File: config.mk
export PLATFORM = sky130hd
export DESIGN_NAME = sacl_lookup
export DESIGN_NICKNAME = d
export VERILOG_FILES = /design/src/sv/sacl_pkg.sv /design/src/sv/sacl_lookup.sv
export SDC_FILE = /design/constraint.sdc
export NUM_CORES = 2
export LEC_CHECK = 0
export BUFFER_PORTS_ARGS = -buffer_cell sky130_fd_sc_hd__buf_2
export CORE_AREA = 8 8 519 521
export DETAILED_ROUTE_END_ITERATION = 16
export DIE_AREA = 0 0 527 529
export PLACE_DENSITY_LB_ADDON = 0.3
export SLEW_MARGIN = 20
export SYNTH_ARGS = -nofsm -noshare
export SYNTH_HDL_FRONTEND = slang
export SYNTH_SLANG_ARGS = --single-unit
File: constraint.sdc
create_clock -name vclk -period 12.2
set_input_delay 0 -clock vclk [all_inputs]
set_output_delay 0 -clock vclk [all_outputs]
set_load 0.01 [all_outputs]
File: src/sv/sacl_pkg.sv
// Shared types and constants for the set-associative LRU cache simulator.
`timescale 1ns / 1ps

package sacl_pkg;

	localparam int IN_ADDR_W    = 48;
	localparam int AGE_W        = 32;
	localparam int CNT_W        = 32;
	localparam int SB_W         = 4;
	localparam int WCNT_W       = 5;
	localparam int OFS_W        = 6;
	localparam int SH_W         = 7;
	localparam int CFG_IDX_W    = 2;
	localparam int CFG_DATA_W   = 6;
	localparam int OUT_SET_W    = 6;
	localparam int OUT_WAY_W    = 3;
	localparam int OUT_DATA_W   = 112;

	localparam int DEF_ADDR_WIDTH   = 48;
	localparam int DEF_MAX_SET_BITS = 6;
	localparam int DEF_NUM_WAYS     = 8;

	localparam logic [2:0] RST_SET_BITS    = 3'd4;
	localparam logic [5:0] RST_OFFSET_BITS = 6'd4;
	localparam logic [3:0] RST_WAYS_IN_USE = 4'd1;

	typedef enum logic [CFG_IDX_W-1:0] {
		REG_SET_BITS    = 2'd0,
		REG_OFFSET_BITS = 2'd1,
		REG_WAYS_IN_USE = 2'd2,
		REG_NONE        = 2'd3
	} reg_idx_t;

	typedef enum logic [1:0] {
		FUNC_LOAD   = 2'd0,
		FUNC_STORE  = 2'd1,
		FUNC_MODIFY = 2'd2,
		FUNC_NONE   = 2'd3
	} func_t;

	typedef enum logic [1:0] {
		OUT_HIT   = 2'd0,
		OUT_FILL  = 2'd1,
		OUT_EVICT = 2'd2
	} outcome_t;

	typedef enum logic [1:0] {
		ST_IDLE,
		ST_READ,
		ST_LOOK
	} state_t;

endpackage

File: src/sv/sacl_lookup.sv
// Tag compare, victim choice and LRU age update for one set row.
`timescale 1ns / 1ps

module sacl_lookup
	import sacl_pkg::*;
#(
	parameter int ADDR_WIDTH = 48,
	parameter int NUM_WAYS   = 8,
	parameter int WAY_W      = 3,
	parameter int ROW_W      = 648
) (
	input  logic [ROW_W-1:0]      row,
	input  logic                  row_init,
	input  logic [ADDR_WIDTH-1:0] tag,
	input  logic [WCNT_W-1:0]     ways,
	output outcome_t              outcome,
	output logic [WAY_W-1:0]      way,
	output logic [ROW_W-1:0]      new_row
);

	localparam int WB   = 1 + ADDR_WIDTH + AGE_W;
	localparam int P2   = 1 << $clog2(NUM_WAYS);
	localparam logic [AGE_W-1:0] AGE_MAX = '1;

	logic [NUM_WAYS-1:0]  act;
	logic [NUM_WAYS-1:0]  vld;
	logic [NUM_WAYS-1:0]  match;
	logic [AGE_W-1:0]     age [NUM_WAYS];
	logic                 nd_act [2*P2];
	logic [AGE_W-1:0]     nd_age [2*P2];
	logic [WAY_W-1:0]     nd_way [2*P2];
	logic                 hit;
	logic                 has_empty;
	logic [WAY_W-1:0]     hit_way;
	logic [WAY_W-1:0]     empty_way;
	logic [WAY_W-1:0]     victim;

	always_comb begin
		for (int w = 0; w < NUM_WAYS; w++) begin
			act[w]   = (w < int'(ways));
			vld[w]   = row_init & row[w*WB];
			age[w]   = row_init ? row[w*WB+1+ADDR_WIDTH +: AGE_W] : '0;
			match[w] = act[w] & vld[w] & (row[w*WB+1 +: ADDR_WIDTH] == tag);
		end
	end

	// Lowest matching way, highest empty way.
	always_comb begin
		hit_way   = '0;
		empty_way = '0;
		has_empty = 1'b0;
		hit       = |match;
		for (int w = NUM_WAYS - 1; w >= 0; w--) begin
			if (match[w]) begin
				hit_way = WAY_W'(w);
			end
		end
		for (int w = 0; w < NUM_WAYS; w++) begin
			if (act[w] && !vld[w]) begin
				has_empty = 1'b1;
				empty_way = WAY_W'(w);
			end
		end
	end

	// Oldest way by a balanced tree; on equal ages the lower way wins.
	always_comb begin
		for (int n = 0; n < P2; n++) begin
			nd_act[n] = 1'b0;
			nd_age[n] = '0;
			nd_way[n] = '0;
		end
		for (int n = 0; n < P2; n++) begin
			if (n < NUM_WAYS) begin
				nd_act[P2+n] = act[n];
				nd_age[P2+n] = age[n];
			end else begin
				nd_act[P2+n] = 1'b0;
				nd_age[P2+n] = '0;
			end
			nd_way[P2+n] = WAY_W'(n);
		end
		for (int n = P2 - 1; n >= 1; n--) begin
			if (nd_act[2*n+1] && (!nd_act[2*n] || nd_age[2*n+1] > nd_age[2*n])) begin
				nd_act[n] = nd_act[2*n+1];
				nd_age[n] = nd_age[2*n+1];
				nd_way[n] = nd_way[2*n+1];
			end else begin
				nd_act[n] = nd_act[2*n];
				nd_age[n] = nd_age[2*n];
				nd_way[n] = nd_way[2*n];
			end
		end
	end

	assign victim = has_empty ? empty_way : nd_way[1];

	always_comb begin
		outcome = hit ? OUT_HIT : (has_empty ? OUT_FILL : OUT_EVICT);
		way     = hit ? hit_way : victim;
		new_row = row_init ? row : '0;
		for (int w = 0; w < NUM_WAYS; w++) begin
			if (act[w] && vld[w]) begin
				if (match[w]) begin
					new_row[w*WB+1+ADDR_WIDTH +: AGE_W] = '0;
				end else if (age[w] != AGE_MAX) begin
					new_row[w*WB+1+ADDR_WIDTH +: AGE_W] = age[w] + AGE_W'(1);
				end
			end
			if (!hit && victim == WAY_W'(w)) begin
				new_row[w*WB]                        = 1'b1;
				new_row[w*WB+1 +: ADDR_WIDTH]        = tag;
				new_row[w*WB+1+ADDR_WIDTH +: AGE_W]  = '0;
			end
		end
	end

endmodule

; ---- After elaboration in Yosys (flattened, before gate mapping)
; Cells that the tools add are included.
[word_totals]
regBits = 0
inputBits = 702
out_inout_bits = 653
wordCells = 213
[classes]
addsub = 8
n_lt_le_gt_ge = 15
eq_ne = 23
mux = 87
n_bitwise = 24
reduce_logical = 56
[op_table]
columns = cell, n
row1 = $mux 32, 38
row2 = $mux 648, 1
row3 = $mux 81, 8
row4 = $eq 48x48->1, 8
row5 = $add 32x1->32 const B, 8
row6 = $ne 32x32->1 const B, 8
row7 = $gt 32x32->1, 7
row8 = $mux 3, 19
row9 = $logic_and 1x1->1, 31
row10 = $and 1x1->1, 24
row11 = $lt 3x5->1 const A, 4
row12 = $mux 1, 19
row13 = $logic_not 1->1, 16
row14 = $eq 3x3->1 const B, 4
row15 = $lt 1x5->1 const A, 2
row16 = $lt 2x5->1 const A, 2
row17 = $reduce_or 8->1, 1
row18 = $logic_or 1x1->1, 7
row19 = $eq 3x2->1 const B, 2
row20 = $mux 2, 2
row21 = $eq 3x1->1 const B, 1
row22 = $logic_not 3->1, 1

; ---- Logic depth before layout (Yosys ltp)
[logic_depth]
word_depth = 17
ltp_mapped = 48
mapped_depth_nobuf = 28

; ---- Worst setup path before layout
; No wires, ideal clock.
[synth_timing]
path_type = input port to output port
from = in row_init
to = out new_row[121]
arrival_ns = 9.326
required_time_ns = 12.200
slack_ns = 2.874
stages = 46
n_path_buf = 20
path_cell_list = buf_4 -> buf_6 -> buf_8 -> buf_6 -> buf_8 -> buf_6 -> buf_6 -> buf_2 -> buf_4 -> buf_2 -> buf_2 -> buf_2 -> clkbuf_1 -> clkbuf_1 -> nand2_1 -> ha_1 -> nand4_1 -> nor3_1 -> [10 not listed] -> or4b_1 -> a41oi_1 -> clkbuf_1 -> clkbuf_1 -> o21ai_0 -> ha_1 -> nand4_1 -> or4_1 -> o21ai_1 -> a31oi_1 -> a41oi_2 -> a21oi_1 -> nor4_4 -> and3_1 -> buf_2 -> buf_6 -> buf_6 -> mux2i_1
[synth_between]
elab_chain_cells = 17
elab_cells_between_ends = 113
cone_classes = 7 x order compare / 1 x eq/ne / 45 x mux / 24 x bitwise / 36 x reduce/logical
[synth_rtl]
columns = element, line_no
row1 = "start, declared", sacl_lookup.sv:13  ; input logic row_init,
row2 = $mux 32, sacl_lookup.sv:42  ; age[w] = row_init ? row[w*WB+1+ADDR_WIDTH +: AGE_W] : '0;
row3 = $gt 32x32->1, sacl_lookup.sv:84  ; if (nd_act[2*n+1] && (!nd_act[2*n] || nd_age[2*n+1] > nd_age[2*n])) begin
row4 = $logic_or 1x1->1, sacl_lookup.sv:84
row5 = $logic_and 1x1->1, sacl_lookup.sv:84
row6 = $mux 32 or $mux 1 (tied branches), sacl_lookup.sv:84
row7 = $gt 32x32->1 or $logic_not 1->1 (tied branches), sacl_lookup.sv:84
row8 = $logic_or 1x1->1, sacl_lookup.sv:84
row9 = $logic_and 1x1->1, sacl_lookup.sv:84
row10 = $mux 32 or $mux 1 (tied branches), sacl_lookup.sv:84
row11 = $gt 32x32->1 or $logic_not 1->1 (tied branches), sacl_lookup.sv:84
row12 = $logic_or 1x1->1, sacl_lookup.sv:84
row13 = $logic_and 1x1->1, sacl_lookup.sv:84
row14 = $mux 3, sacl_lookup.sv:84
row15 = $mux 3, sacl_lookup.sv:96  ; assign victim = has_empty ? empty_way : nd_way[1];
row16 = $eq 3x1->1, sacl_lookup.sv:110  ; if (!hit && victim == WAY_W'(w)) begin
row17 = $logic_and 1x1->1, sacl_lookup.sv:110
row18 = $mux 81 (*), sacl_lookup.sv:110
row19 = "end, declared", sacl_lookup.sv:18  ; output logic [ROW_W-1:0] new_row
; Every way passes the cells marked *; elsewhere a longest branch is shown, timed or not.

; ---- Worst setup path after layout
[layout_timing]
from = in row_init
to = out new_row[561]
[layout_between]
elab_chain_cells = 17
elab_cells_between_ends = 119
cone_classes = 1 x add/sub / 7 x order compare / 2 x eq/ne / 48 x mux / 24 x bitwise / 37 x reduce/logical
[layout_rtl]
columns = element, line_no
row1 = $mux 32, sacl_lookup.sv:42
row2 = $gt 32x32->1, sacl_lookup.sv:84
row3 = $logic_or 1x1->1, sacl_lookup.sv:84
row4 = $logic_and 1x1->1, sacl_lookup.sv:84
row5 = $mux 32 or $mux 1 (tied branches), sacl_lookup.sv:84
row6 = $gt 32x32->1 or $logic_not 1->1 (tied branches), sacl_lookup.sv:84
row7 = $logic_or 1x1->1, sacl_lookup.sv:84
row8 = $logic_and 1x1->1, sacl_lookup.sv:84
row9 = $mux 32 or $mux 1 (tied branches), sacl_lookup.sv:84
row10 = $gt 32x32->1 or $logic_not 1->1 (tied branches), sacl_lookup.sv:84
row11 = $logic_or 1x1->1, sacl_lookup.sv:84
row12 = $logic_and 1x1->1, sacl_lookup.sv:84
row13 = $mux 3, sacl_lookup.sv:84
row14 = $mux 3, sacl_lookup.sv:96
row15 = $eq 3x3->1, sacl_lookup.sv:110
row16 = $logic_and 1x1->1, sacl_lookup.sv:110
row17 = $mux 81 (*), sacl_lookup.sv:110
; Marked as above.

==> flow_summary_export.csv <==
group,metric,value,unit
global_route,grt_pass1_vias,39900,
detailed_routing,ant_nets,0,
detailed_routing,drtIter0Drc,3604,
yosys,syn_area,0.0271,sq mm
detailed_routing,drc,0,
final_layout,area_delta_synth_final,41.7,%
yosys,syn_avg_cell_area,6.40,sq um
yosys,yosysSeqAreaShare,0,
place,routabilityCongestion,1.02,
final_layout,layout.area.seq,0,sq um
pwr,power_leakage,19.4,nW
critical_path,crit_top_cell,"buf_4",
pwr,power_density,61.1,mW/mm^2
clock_network,cts_resized,0,
floorplan,die_width,527,um
timing,hold_violations,0,
global_route,grt_pass1_wl,419000,um
critical_path,slowest_delay,0.59,ns
detailed_routing,routed_wl,333000,um
detailed_routing,drt_pass1_iterations,6,
final_layout,nNetsFinal,6360,
final_layout,mostFrequentLayoutCell,"buf_2",
critical_path,critPathMaxFanout,114,
critical_path,critPathKind,"in2out",
floorplan,die_area,0.279,sq mm
timing,period_share,0.924,
yosys,yosys_warnings,0,
place,dpl-instance-area,0.0381,sq mm
timing,fmax,0.0888,GHz
global_route,grt_max_degree,114,
critical_path,cp-start-kind,"primary input",
critical_path,slowest_stage,"a221oi_1",
final_layout,num-clock-buffers,0,
timing,final.setup.tns,0,ns
yosys,synthCells,4225,
final_layout,drive_gt1_frac,0.293,
critical_path,cp.arrival,11.27,ns
yosys,syn_nets,5159,
final_layout,fin_area,0.0383,sq mm
timing,min_period,11.27,ns
status,outcome,"completed",
floorplan,io_pins,1355,
global_route,track_usage,0.224,
clock_network,hold_buffers,0,
global_route,grt_overflow_total,0,
critical_path,required,12.20,ns
detailed_routing,viasPerCell,4.40,
timing,drv_slew,0,
timing,rsz0062_at_grt,"false",
final_layout,multi_input_area,0.0252,sq mm
final_layout,final_cell_mix,"buf_2, nand2_1, mux2i_1",
place,io_buffers,1355,
final_layout,fillers,30800,
timing,tightest_slew,1.32,ns
flow_run,max-cap-violations,0,
yosys,synthDistinctLibCells,76,
floorplan,initial_core_util,0.104,
pwr,irDropWorstVdd,36.1,uV
place,post-dp-hpwl,296000,um
global_route,antenna_found_initial,138,
worst_hold_path,hold_class,"in2out",
floorplan,core,0.261,sq mm
clock_network,cts_setup_buffers,0,
critical_path,cp-end-kind,"output pin",
final_layout,seq_cell_count,0,
detailed_routing,wl_per_cell,37.4,um
timing,relSlewSlack,0.111,
timing,setup_viol,0,
floorplan,dieHeight,529,um
floorplan,row_count,188,
detailed_routing,vias,39200,
-- cells by family after synthesis --
kind of cell / synth area share
and+or+nand+nor: 0.364
xor gates and xnor gates: 0.205
buffers and inverters: 0.0821
AOI/OAI and AO/OA: 0.0960
muxes: 0.146
adders and majority gates: 0.107
-- critical path, delay by kind of cell --
kind                       cells  cell delay, ns
buffers and inverters         10            3.12
adders and majority gates      3            0.98
AOI/OAI and AO/OA             12            4.16
and+or+nand+nor               10            2.51
-- final cells by class --
type	instances	share of cell area
Multi-Input combinational cell	3730	0.656
Tap cell	3420	0.112
Antenna cell	64	0.00418
Timing Repair Buffer	1482	0.207
Inverter	212	0.0208
-- stage by stage --
stage	util	power [mW]	instances	hold slack [ns]	setup slack, ns
2_1_floorplan	-	1.09	4225	0.133	2.87
3_3_place_gp	0.146	2.32	8844	0.364	1.31
3_5_place_dp	0.146	2.32	8844	0.364	1.20
4_1_cts	0.146	2.33	8844	0.366	1.19
5_1_grt	0.147	2.47	8896	0.388	0.343
6_report	0.147	2.34	8908	0.368	0.933
-- path summary, 6_finish.rpt --
kind              startpoint      endpoint  slack (ns)  cells past startpoint
setup / recovery    row_init  new_row[561]        0.93                     35
hold / removal        row[7]    new_row[7]        0.37                      4
-- where the power goes --
group	internal [mW]	switching, mW
registers	0	0
clock network	0.000000409	0
logic	0.716	1.63
-- Yosys cell counts, types with 11 or more instances --
cell type | number | area [sq um]
buf_4 | 17 | 128
nor3b_1 | 24 | 180
and3_1 | 139 | 870
ha_1 | 232 | 2900
nand3_1 | 202 | 1010
buf_2 | 107 | 536
nor2b_1 | 16 | 100
buf_1 | 13 | 48.8
a21oi_1 | 128 | 641
nor4_1 | 114 | 713
nand4_1 | 167 | 1040
o21ai_1 | 11 | 55.1
nand2_1 | 853 | 3200
clkbuf_1 | 128 | 480
o21ai_0 | 130 | 651
and2_1 | 22 | 138
buf_6 | 11 | 124
a21o_1 | 23 | 173
nor3_1 | 67 | 335
mux2i_1 | 390 | 3900
xor2_1 | 341 | 2990
or4_1 | 24 | 180
nor2_1 | 320 | 1200
xnor2_1 | 291 | 2550
inv_1 | 210 | 788
a31oi_1 | 65 | 407
or3_1 | 17 | 106
-- per-layer routing --
metal	up-vias	track usage	wire, um
met2	2245	0.423	174000
met4	4	0.149	26700
met5	-	0	23
li1	17100	-	-
met3	588	0.0259	15800
met1	19200	0.231	117000
Note: power is estimated with default switching activity, not from simulation.
